### config.mk
export PLATFORM = sky130hd
export DESIGN_NAME = key_click_longpress_detector_unit_flat
export DESIGN_NICKNAME = d
export VERILOG_FILES = /design/src/sv/kcld_pkg.sv /design/src/sv/kcld_if.sv /design/src/sv/key_click_longpress_detector_unit.sv /design/src/sv/kcld_lane.sv /design/src/sv/kcld_merge.sv /design/src/flat_wrapper.sv
export SDC_FILE = /design/constraint.sdc
export NUM_CORES = 2
export LEC_CHECK = 0
export BUFFER_PORTS_ARGS = -buffer_cell sky130_fd_sc_hd__buf_4
export CORE_MARGIN = 2
export CORE_UTILIZATION = 40
export DETAILED_ROUTE_END_ITERATION = 12
export PLACE_DENSITY = 0.53
export SLEW_MARGIN = 10
export SYNTH_ARGS = -nofsm -noshare
export SYNTH_HDL_FRONTEND = slang
export SYNTH_SLANG_ARGS = --single-unit
### constraint.sdc
create_clock -name clock -period 9.5 [get_ports clock]
set_input_delay 1.9 -clock clock [delete_from_list [all_inputs] [get_ports clock]]
set_output_delay 1.9 -clock clock [all_outputs]
set_load 0.02 [all_outputs]
### src/sv/kcld_pkg.sv
// ----------------------------------------------------------------------------
// kcld_pkg
// shared types, constants and helpers of the key click / long-press detector
// ----------------------------------------------------------------------------
package kcld_pkg;

   localparam int unsigned NUM_KEYS   = 18;
   localparam int unsigned MASK_W     = 18;
   localparam int unsigned LANE_CNT   = (NUM_KEYS < MASK_W) ? NUM_KEYS : MASK_W;
   localparam int unsigned TIME_W     = 16;
   localparam int unsigned KEY_W      = 16;
   localparam int unsigned BTN_W      = 8;
   localparam int unsigned CSR_IDX_W  = 2;
   localparam int unsigned CSR_DATA_W = 16;

   localparam int unsigned LANE_SHIFT  = 4;
   localparam int unsigned LANE_CTRL   = 5;
   localparam int unsigned LANE_MLEFT  = 16;
   localparam int unsigned LANE_MRIGHT = 17;

   localparam logic [TIME_W-1:0] CLICK_DELAY_RST     = TIME_W'(50);
   localparam logic [TIME_W-1:0] LONG_PRESS_TIME_RST = TIME_W'(500);

   typedef enum logic [CSR_IDX_W-1:0] {
      CSR_CLICK_DELAY     = 2'd0,
      CSR_LONG_PRESS_TIME = 2'd1
   } csr_idx_type;

   typedef enum logic [1:0] {
      COMBO_NONE  = 2'd0,
      COMBO_CTRL  = 2'd1,
      COMBO_SHIFT = 2'd2
   } combo_type;

   typedef struct packed {
      logic [TIME_W-1:0] click_delay;
      logic [TIME_W-1:0] long_press_time;
   } cfg_type;

   typedef struct packed {
      logic down;
      logic up;
      logic click;
      logic held;
      logic lng;
   } lane_evt_type;

   typedef struct packed {
      logic [MASK_W-1:0] down_mask;
      logic [MASK_W-1:0] up_mask;
      logic [MASK_W-1:0] click_mask;
      logic [MASK_W-1:0] held_mask;
      logic [MASK_W-1:0] long_mask;
      combo_type         combine_key;
   } rsp_word_type;

   // level of one lane from the raw tick word
   function automatic logic lane_level(input int unsigned lane,
                                       input logic [KEY_W-1:0] kb,
                                       input logic [BTN_W-1:0] ml,
                                       input logic [BTN_W-1:0] mr);
      logic lvl;
      lvl = 1'b0;
      if (lane < KEY_W) begin
         lvl = kb[lane[3:0]];
      end else if (lane == LANE_MLEFT) begin
         lvl = |ml;
      end else if (lane == LANE_MRIGHT) begin
         lvl = |mr;
      end
      return lvl;
   endfunction

endpackage

### src/sv/kcld_if.sv
// ----------------------------------------------------------------------------
// kcld_req_if / kcld_rsp_if
// valid/ready channels carrying tick words in and event words out
// ----------------------------------------------------------------------------
interface kcld_req_if;
   logic                               valid;
   logic                               ready;
   logic [kcld_pkg::TIME_W-1:0]        now_ms;
   logic [kcld_pkg::KEY_W-1:0]         key_bits;
   logic [kcld_pkg::BTN_W-1:0]         mouse_left;
   logic [kcld_pkg::BTN_W-1:0]         mouse_right;

   modport source (output valid, now_ms, key_bits, mouse_left, mouse_right, input ready);
   modport sink   (input valid, now_ms, key_bits, mouse_left, mouse_right, output ready);
endinterface

interface kcld_rsp_if;
   logic                               valid;
   logic                               ready;
   logic [kcld_pkg::MASK_W-1:0]        down_mask;
   logic [kcld_pkg::MASK_W-1:0]        up_mask;
   logic [kcld_pkg::MASK_W-1:0]        click_mask;
   logic [kcld_pkg::MASK_W-1:0]        held_mask;
   logic [kcld_pkg::MASK_W-1:0]        long_mask;
   logic [1:0]                         combine_key;

   modport source (output valid, down_mask, up_mask, click_mask, held_mask, long_mask,
                   combine_key, input ready);
   modport sink   (input valid, down_mask, up_mask, click_mask, held_mask, long_mask,
                   combine_key, output ready);
endinterface

### src/sv/key_click_longpress_detector_unit.sv
// ----------------------------------------------------------------------------
// key_click_longpress_detector_unit
// per-key down/up/held/click/long-press detection over 18 lanes
// ----------------------------------------------------------------------------
//   channel  dir  handshake        payload
//   req_ch   in   valid/ready      now_ms, key_bits, mouse_left, mouse_right
//   rsp_ch   out  valid/ready      down/up/click/held/long masks, combine_key
//   csr_*    in   csr_we           csr_index, csr_wdata (no read-back)
//
// one word per cycle while the skid entry is free; results are registered on accept
// all key lanes compute in parallel: two 16-bit subtracts and compares per lane
// output register plus one skid entry; req_ch.ready drops only when both hold words
// synchronous active-high reset clears lane levels, press times, tick time,
// and loads click_delay 50 / long_press_time 500
// ----------------------------------------------------------------------------
module key_click_longpress_detector_unit (
   input  logic                            clock,
   input  logic                            reset,
   kcld_req_if.sink                        req_ch,
   kcld_rsp_if.source                      rsp_ch,
   input  logic                            csr_we,
   input  logic [kcld_pkg::CSR_IDX_W-1:0]  csr_index,
   input  logic [kcld_pkg::CSR_DATA_W-1:0] csr_wdata
);

   kcld_pkg::cfg_type           cfg_ff;
   kcld_pkg::cfg_type           cfg_in;
   logic [kcld_pkg::TIME_W-1:0] prev_tick_ff;
   logic [kcld_pkg::TIME_W-1:0] prev_tick_in;
   logic                        accept;
   logic                        can_push;
   kcld_pkg::lane_evt_type      evt [kcld_pkg::MASK_W];

   // a tick word is taken whenever the skid entry is free
   assign req_ch.ready = can_push;
   assign accept       = req_ch.valid && can_push;

   // configuration registers, writes to unknown indexes dropped
   always_comb begin
      cfg_in = cfg_ff;
      if (csr_we) begin
         unique case (kcld_pkg::csr_idx_type'(csr_index))
            kcld_pkg::CSR_CLICK_DELAY:     cfg_in.click_delay     = csr_wdata;
            kcld_pkg::CSR_LONG_PRESS_TIME: cfg_in.long_press_time = csr_wdata;
            default:                       cfg_in = cfg_ff;
         endcase
      end
      prev_tick_in = accept ? req_ch.now_ms : prev_tick_ff;
   end

   always_ff @(posedge clock) begin
      if (reset) begin
         cfg_ff.click_delay     <= kcld_pkg::CLICK_DELAY_RST;
         cfg_ff.long_press_time <= kcld_pkg::LONG_PRESS_TIME_RST;
         prev_tick_ff           <= '0;
      end else begin
         cfg_ff       <= cfg_in;
         prev_tick_ff <= prev_tick_in;
      end
   end

   // key lanes; shift and ctrl lanes carry no events, lanes past the mask are absent
   for (genvar g = 0; g < kcld_pkg::MASK_W; g++) begin : g_lane
      if (g < kcld_pkg::LANE_CNT && g != kcld_pkg::LANE_SHIFT
          && g != kcld_pkg::LANE_CTRL) begin : g_on
         kcld_lane u_lane (
            .clock     (clock),
            .reset     (reset),
            .accept    (accept),
            .cur_level (kcld_pkg::lane_level(g, req_ch.key_bits,
                                             req_ch.mouse_left, req_ch.mouse_right)),
            .now_ms    (req_ch.now_ms),
            .prev_tick (prev_tick_ff),
            .cfg       (cfg_ff),
            .evt       (evt[g])
         );
      end else begin : g_off
         assign evt[g] = '0;
      end
   end

   // mask assembly, modifier code and output buffering
   kcld_merge u_merge (
      .clock       (clock),
      .reset       (reset),
      .push        (accept),
      .evt         (evt),
      .ctrl_level  (req_ch.key_bits[kcld_pkg::LANE_CTRL]),
      .shift_level (req_ch.key_bits[kcld_pkg::LANE_SHIFT]),
      .can_push    (can_push),
      .rsp         (rsp_ch)
   );

endmodule

### src/sv/kcld_lane.sv
// ----------------------------------------------------------------------------
// kcld_lane
// one key lane: previous level, press timestamp and event decode
// ----------------------------------------------------------------------------
module kcld_lane (
   input  logic                        clock,
   input  logic                        reset,
   input  logic                        accept,
   input  logic                        cur_level,
   input  logic [kcld_pkg::TIME_W-1:0] now_ms,
   input  logic [kcld_pkg::TIME_W-1:0] prev_tick,
   input  kcld_pkg::cfg_type           cfg,
   output kcld_pkg::lane_evt_type      evt
);

   logic                        level_ff;
   logic                        level_in;
   logic [kcld_pkg::TIME_W-1:0] start_ff;
   logic [kcld_pkg::TIME_W-1:0] start_in;
   logic [kcld_pkg::TIME_W-1:0] hold_prev;
   logic [kcld_pkg::TIME_W-1:0] hold_now;

   // differences wrap mod 2^16
   assign hold_prev = prev_tick - start_ff;
   assign hold_now  = now_ms - start_ff;

   always_comb begin
      evt       = '0;
      evt.down  = !level_ff && cur_level;
      evt.up    = level_ff && !cur_level;
      evt.held  = level_ff && cur_level;
      evt.click = evt.up && (hold_now > cfg.click_delay) && (hold_now < cfg.long_press_time);
      evt.lng   = evt.held && (hold_prev <= cfg.long_press_time)
                  && (hold_now > cfg.long_press_time);
      level_in  = accept ? cur_level : level_ff;
      start_in  = (accept && evt.down) ? now_ms : start_ff;
   end

   always_ff @(posedge clock) begin
      if (reset) begin
         level_ff <= 1'b0;
         start_ff <= '0;
      end else begin
         level_ff <= level_in;
         start_ff <= start_in;
      end
   end

endmodule

### src/sv/kcld_merge.sv
// ----------------------------------------------------------------------------
// kcld_merge
// packs lane events into masks, output register plus skid stage
// ----------------------------------------------------------------------------
module kcld_merge (
   input  logic                   clock,
   input  logic                   reset,
   input  logic                   push,
   input  kcld_pkg::lane_evt_type evt [kcld_pkg::MASK_W],
   input  logic                   ctrl_level,
   input  logic                   shift_level,
   output logic                   can_push,
   kcld_rsp_if.source             rsp
);

   kcld_pkg::rsp_word_type word;
   kcld_pkg::rsp_word_type out_ff;
   kcld_pkg::rsp_word_type out_in;
   kcld_pkg::rsp_word_type skid_ff;
   kcld_pkg::rsp_word_type skid_in;
   logic                   out_valid_ff;
   logic                   out_valid_in;
   logic                   skid_valid_ff;
   logic                   skid_valid_in;
   logic                   pop;
   logic                   out_free;

   always_comb begin
      word = '0;
      for (int i = 0; i < kcld_pkg::MASK_W; i++) begin
         word.down_mask[i]  = evt[i].down;
         word.up_mask[i]    = evt[i].up;
         word.click_mask[i] = evt[i].click;
         word.held_mask[i]  = evt[i].held;
         word.long_mask[i]  = evt[i].lng;
      end
      if (ctrl_level) begin
         word.combine_key = kcld_pkg::COMBO_CTRL;
      end else if (shift_level) begin
         word.combine_key = kcld_pkg::COMBO_SHIFT;
      end else begin
         word.combine_key = kcld_pkg::COMBO_NONE;
      end
   end

   assign pop      = out_valid_ff && rsp.ready;
   assign out_free = !out_valid_ff || pop;
   assign can_push = !skid_valid_ff;

   always_comb begin
      out_in        = out_ff;
      out_valid_in  = out_valid_ff;
      skid_in       = skid_ff;
      skid_valid_in = skid_valid_ff;
      if (out_free) begin
         if (skid_valid_ff) begin
            out_in        = skid_ff;
            out_valid_in  = 1'b1;
            skid_valid_in = 1'b0;
         end else if (push) begin
            out_in       = word;
            out_valid_in = 1'b1;
         end else begin
            out_valid_in = 1'b0;
         end
      end else if (push) begin
         skid_in       = word;
         skid_valid_in = 1'b1;
      end
   end

   always_ff @(posedge clock) begin
      if (reset) begin
         out_valid_ff  <= 1'b0;
         skid_valid_ff <= 1'b0;
      end else begin
         out_valid_ff  <= out_valid_in;
         skid_valid_ff <= skid_valid_in;
      end
      out_ff  <= out_in;
      skid_ff <= skid_in;
   end

   assign rsp.valid       = out_valid_ff;
   assign rsp.down_mask   = out_ff.down_mask;
   assign rsp.up_mask     = out_ff.up_mask;
   assign rsp.click_mask  = out_ff.click_mask;
   assign rsp.held_mask   = out_ff.held_mask;
   assign rsp.long_mask   = out_ff.long_mask;
   assign rsp.combine_key = out_ff.combine_key;

endmodule
### src/flat_wrapper.sv
// flat-port wrapper written by rule: the top's interface ports become plain ports
module key_click_longpress_detector_unit_flat 
  (clock, reset, csr_we, csr_index, csr_wdata, req_ch_valid, req_ch_now_ms, req_ch_key_bits, req_ch_mouse_left, req_ch_mouse_right, req_ch_ready, rsp_ch_valid, rsp_ch_down_mask, rsp_ch_up_mask, rsp_ch_click_mask, rsp_ch_held_mask, rsp_ch_long_mask, rsp_ch_combine_key, rsp_ch_ready);
  kcld_req_if req_ch_i ();
  kcld_rsp_if rsp_ch_i ();
  input  logic clock;
  input  logic reset;
  input  logic csr_we;
  input  logic [kcld_pkg::CSR_IDX_W-1:0] csr_index;
  input  logic [kcld_pkg::CSR_DATA_W-1:0] csr_wdata;
  input wire logic [$bits(req_ch_i.valid)-1:0] req_ch_valid;
  input wire logic [$bits(req_ch_i.now_ms)-1:0] req_ch_now_ms;
  input wire logic [$bits(req_ch_i.key_bits)-1:0] req_ch_key_bits;
  input wire logic [$bits(req_ch_i.mouse_left)-1:0] req_ch_mouse_left;
  input wire logic [$bits(req_ch_i.mouse_right)-1:0] req_ch_mouse_right;
  output wire logic [$bits(req_ch_i.ready)-1:0] req_ch_ready;
  output wire logic [$bits(rsp_ch_i.valid)-1:0] rsp_ch_valid;
  output wire logic [$bits(rsp_ch_i.down_mask)-1:0] rsp_ch_down_mask;
  output wire logic [$bits(rsp_ch_i.up_mask)-1:0] rsp_ch_up_mask;
  output wire logic [$bits(rsp_ch_i.click_mask)-1:0] rsp_ch_click_mask;
  output wire logic [$bits(rsp_ch_i.held_mask)-1:0] rsp_ch_held_mask;
  output wire logic [$bits(rsp_ch_i.long_mask)-1:0] rsp_ch_long_mask;
  output wire logic [$bits(rsp_ch_i.combine_key)-1:0] rsp_ch_combine_key;
  input wire logic [$bits(rsp_ch_i.ready)-1:0] rsp_ch_ready;
  assign req_ch_i.valid = req_ch_valid;
  assign req_ch_i.now_ms = req_ch_now_ms;
  assign req_ch_i.key_bits = req_ch_key_bits;
  assign req_ch_i.mouse_left = req_ch_mouse_left;
  assign req_ch_i.mouse_right = req_ch_mouse_right;
  assign req_ch_ready = req_ch_i.ready;
  assign rsp_ch_valid = rsp_ch_i.valid;
  assign rsp_ch_down_mask = rsp_ch_i.down_mask;
  assign rsp_ch_up_mask = rsp_ch_i.up_mask;
  assign rsp_ch_click_mask = rsp_ch_i.click_mask;
  assign rsp_ch_held_mask = rsp_ch_i.held_mask;
  assign rsp_ch_long_mask = rsp_ch_i.long_mask;
  assign rsp_ch_combine_key = rsp_ch_i.combine_key;
  assign rsp_ch_i.ready = rsp_ch_ready;
  key_click_longpress_detector_unit u_core (.clock(clock), .reset(reset), .req_ch(req_ch_i), .rsp_ch(rsp_ch_i), .csr_we(csr_we), .csr_index(csr_index), .csr_wdata(csr_wdata));
endmodule
==> metrics.log <==
INFO  metric status = completed
INFO  metric yosysWarnings = 0
INFO  metric critical_path_peak_fanout = 18
INFO  metric slew-limit-headroom = 16.0%
INFO  metric cts_buffers = 69
INFO  metric final_nets = 8569
INFO  metric drt-vias-per-instance = 5.85
INFO  metric drt-wirelength-per-cell = 24.0 µm
INFO  metric antenna_violations_before_repair = 8
INFO  metric place.detailed.hpwl = 147 mm
INFO  metric worst-path-buf-inv = 2
INFO  metric grt_use_met2 = 49.0%
INFO  metric final_max_slew_viol_count = 0
INFO  metric grtUsageTotal = 29.2%
INFO  metric most_common_cell_after_layout_fill_and_taps_aside = sky130_fd_sc_hd__ha_1
INFO  metric synth_area_leader_cell = sky130_fd_sc_hd__ha_1
INFO  metric mostFrequentLayoutCells = sky130_fd_sc_hd__ha_1, sky130_fd_sc_hd__nand2_1, sky130_fd_sc_hd__a21oi_1
INFO  metric placement_rows = 139
INFO  metric grt_pass1_wl = 322 mm
INFO  metric netlist_area = 0.0575 mm²
INFO  metric critical_path.endpoint_type = flip-flop
INFO  metric min_period_over_period = 68.4%
INFO  metric ys_seq_area_share = 19.8%
INFO  metric gr-usage-met3 = 3.33%
INFO  metric layout-drive-gt1-share = 6.68%
INFO  metric worst_reg2reg_path_length_in_cells = 15
INFO  metric number_of_global_route_vias_before_repair = 50400
INFO  metric design.die.area = 0.147 mm²
INFO  metric syn2layout_area_growth = 10.3%
INFO  metric clkSlewWorstSetupHoldPaths = 0.06 ns
INFO  metric final.min_clock_period = 6.50 ns
INFO  metric floorplan.initialDensity = 40.2%
INFO  metric leakagePower = 27.7 nW
INFO  metric num-fill-cells = 14200
INFO  metric insertion_delay = 0.69 ns
INFO  metric fmaxAchievable = 154 MHz
INFO  metric ys_ff_latch = 486
INFO  metric final.setup_skew = 0.0288 ns
INFO  metric drt_first_iter_violations = 4186
INFO  metric finalWorstSetupSlack = 3.00 ns
INFO  metric report.final.setup_viol = 0
INFO  metric crit_path_frequent_cell = sky130_fd_sc_hd__o21ai_0
INFO  metric h-tree-depth = 3
INFO  metric core_outline_area = 0.143 mm²
INFO  metric power_density = 149 mW/mm²
INFO  metric maximum_number_of_pins_on_one_net_before_global_route_repair = 87
INFO  metric syn_inst = 7060
INFO  metric report.final.hold_viol_count = 0
INFO  metric post-route-drc-count = 0
INFO  metric synth_async_sr_flop_share = 0%
INFO  metric numPortBuffers = 154
INFO  metric tightestPinTransition = 1.26 ns
INFO  metric rsz_0062_raised_after_global_routing = false
INFO  metric ys_top_cells_by_area = sky130_fd_sc_hd__ha_1, sky130_fd_sc_hd__dfxtp_1, sky130_fd_sc_hd__edfxtp_1
INFO  metric clockRootBuffer = sky130_fd_sc_hd__clkbuf_16
INFO  metric critPathMaxStageDelay = 0.54 ns
INFO  metric grtUsageMet1 = 38.0%
INFO  metric dominantRegCellSynth = sky130_fd_sc_hd__dfxtp_1
INFO  metric reg2reg_to = u_core.u_merge.skid_ff[16]
INFO  metric irDropWorstVdd = 0.115 mV
INFO  metric post-place-ws = 2.41 ns
INFO  metric post_synth_num_cell_types = 82
INFO  metric num_io_pins = 165
INFO  metric min-delay-start = u_core.g_lane[0].g_on.u_lane.start_ff[12]
INFO  metric yosysTopAreaCellShare = 27.1%
INFO  metric hold_path_depth = 2
INFO  metric routed_vias = 53700
INFO  metric globalplace.congestion = 0.885
INFO  metric ctsHoldBuffers = 0
INFO  metric clock-sinks = 486
INFO  metric slowest_stage = sky130_fd_sc_hd__inv_1
INFO  metric cts_tree = yes
INFO  metric reg2reg_from = u_core.prev_tick_ff[1]
INFO  metric cp_data_required_time = 10.04 ns
INFO  metric drt.antenna.violating_nets = 0
INFO  metric final_core_util = 44.3%
INFO  metric drt_pre_antenna_iters = 6
INFO  metric finalWirelength = 220 mm
INFO  metric global_route.peak_usage_layer = met2
INFO  metric max-clock-path-buffers = 3
INFO  metric crit_path_max_delay_family = compound AO/OA/AOI/OAI gates
INFO  metric whs = 0.451 ns
INFO  metric drv_cap = 0
INFO  metric chipWidth = 383 µm
INFO  metric finalNonFillerCells = 9178
INFO  metric ws_path_type = in -> reg
INFO  metric post_cts_buffers = 0
INFO  metric grt-ovfl-total = 0
INFO  metric dp_cells = 9050
INFO  metric cts_repair_resize_count = 0
INFO  metric synth_area_per_cell = 8.15 µm²
INFO  metric reg2reg_slack = 3.65 ns
INFO  metric critical_path.cell_chain = buf_4, inv_1, ha_1, fa_1, nand2b_1, a21boi_0, o21ai_0, a21oi_1, a2111oi_0, or4_1, o211ai_1, ha_1, nor2b_1, o21ai_0, o21ai_0, or4b_4, a2111oi_2, mux2_2
INFO  metric worst_hold_check_path_type = reg -> reg
INFO  metric floorplan.die.height = 383 µm
INFO  metric cp.arrival = 7.04 ns
INFO  metric synth_enable_flop_cells = 164
INFO  metric setup.worst_path.start_class = input pin
INFO  metric finalSetupTns = 0 ns
INFO  metric worstHoldEndpoint = u_core.g_lane[0].g_on.u_lane.start_ff[12]
cells by family (layout without fill, tap and decap cells):
kind of cell	after synthesis	after routing	share of synthesized area, %
AO/OA/AOI/OAI	2070	2070	22.8
XOR/XNOR	345	345	5.25
adder cells (fa/ha/maj)	1280	1280	28.3
buffers and inverters	593	797	3.94
flip-flops	486	486	19.8
multiplexers	30	30	0.561
other	1	12	0.00652
AND/OR/NAND/NOR	2255	2255	19.4
registers in the layout (all words and copies together), names as in the netlist:
| signal | flops |
|---|---|
| u_core.g_lane.g_on.u_lane.start_ff | 256 |
| u_core.u_merge.rsp.held_mask | 16 |
| u_core.g_lane.g_on.u_lane.level_ff | 16 |
| u_core.u_merge.skid_ff | 82 |
| u_core.u_merge.rsp.click_mask | 16 |
| u_core.u_merge.skid_valid_ff | 1 |
| u_core.u_merge.rsp.long_mask | 16 |
| u_core.prev_tick_ff | 16 |
| u_core.u_merge.rsp.down_mask | 16 |
| u_core.u_merge.rsp.valid | 1 |
| u_core.cfg_ff | 32 |
| u_core.u_merge.rsp.up_mask | 16 |
| u_core.u_merge.rsp.combine_key | 2 |
report_power, final:
part	total, mW	leakage, nW	switching, mW	internal, mW
Combinational	4.38	22.4	2.53	1.84
Clock	2.71	1.11	1.15	1.56
Sequential	2.35	4.19	0.0887	2.26
Total	9.44	27.7	3.77	5.66
layout make-up:
type / count / area (µm²) / share of cell area (%)
Antenna cell: 2 / 5.00 / 0.00789
Tap cell: 1903 / 2380 / 3.75
Inverter: 434 / 1630 / 2.57
Clock inverter: 37 / 388 / 0.611
Timing Repair Buffer: 237 / 1790 / 2.82
Clock buffer: 89 / 1900 / 2.99
Sequential cell: 486 / 11400 / 18.0
Multi-Input combinational cell: 5990 / 44000 / 69.3
worst min-delay path, cell delays in order (launching register included):
cell and delay [ns]:
sky130_fd_sc_hd__dfxtp_1 0.30, sky130_fd_sc_hd__nand2_1 0.05, sky130_fd_sc_hd__a21oi_1 0.05
metal layers:
metal	vias up	part of all wire, %
met2	1493	46
met4	2	4.3
met1	25600	44
met5	-	0.0045
met3	404	5.7
li1	26200	-
worst max-delay path by stage:
stage	start	endpoint	slack (ns)	cells past startpoint
floorplan	req_ch_now_ms[1]	u_core.u_merge.rsp.click_mask[7]	2.96	18
global placement	req_ch_now_ms[0]	u_core.u_merge.rsp.click_mask[12]	2.41	19
detailed placement	req_ch_now_ms[0]	u_core.u_merge.rsp.click_mask[7]	2.41	18
CTS	req_ch_now_ms[0]	u_core.u_merge.rsp.click_mask[7]	3.10	18
global route	req_ch_now_ms[0]	u_core.u_merge.rsp.click_mask[12]	2.68	19
finish	req_ch_now_ms[0]	u_core.u_merge.rsp.click_mask[7]	3.00	18
cell usage after synthesis (all sizes together) (25+ instances only):
cell type and n:
dfxtp 322, nor3 120, or3 32, nand2 871
nand3b 36, a31oi 46, nand2b 113, nand3 106
a2111oi 27, and4 55, a21o 306, a21boi 25
and2 68, nand4 149, or2 37, and3 74
fa 32, a221oi 26, xor2 104, inv 434
nor2b 188, o21bai 44, edfxtp 164, xnor2 241
a21oi 771, o21a 190, o211ai 46, o21ai 347
ha 1248, clkbuf 135, nor2 330, o31a 25
through the flow:
step | power [mW] | instance area [µm²]
6_report | 9.44 | 63500
5_1_grt | 10.1 | 63500
4_1_cts | 9.45 | 63500
3_5_place_dp | 6.69 | 61200
3_3_place_gp | 6.61 | 61200
2_1_floorplan | 5.55 | 57600
(Power assumes the default switching activity.)
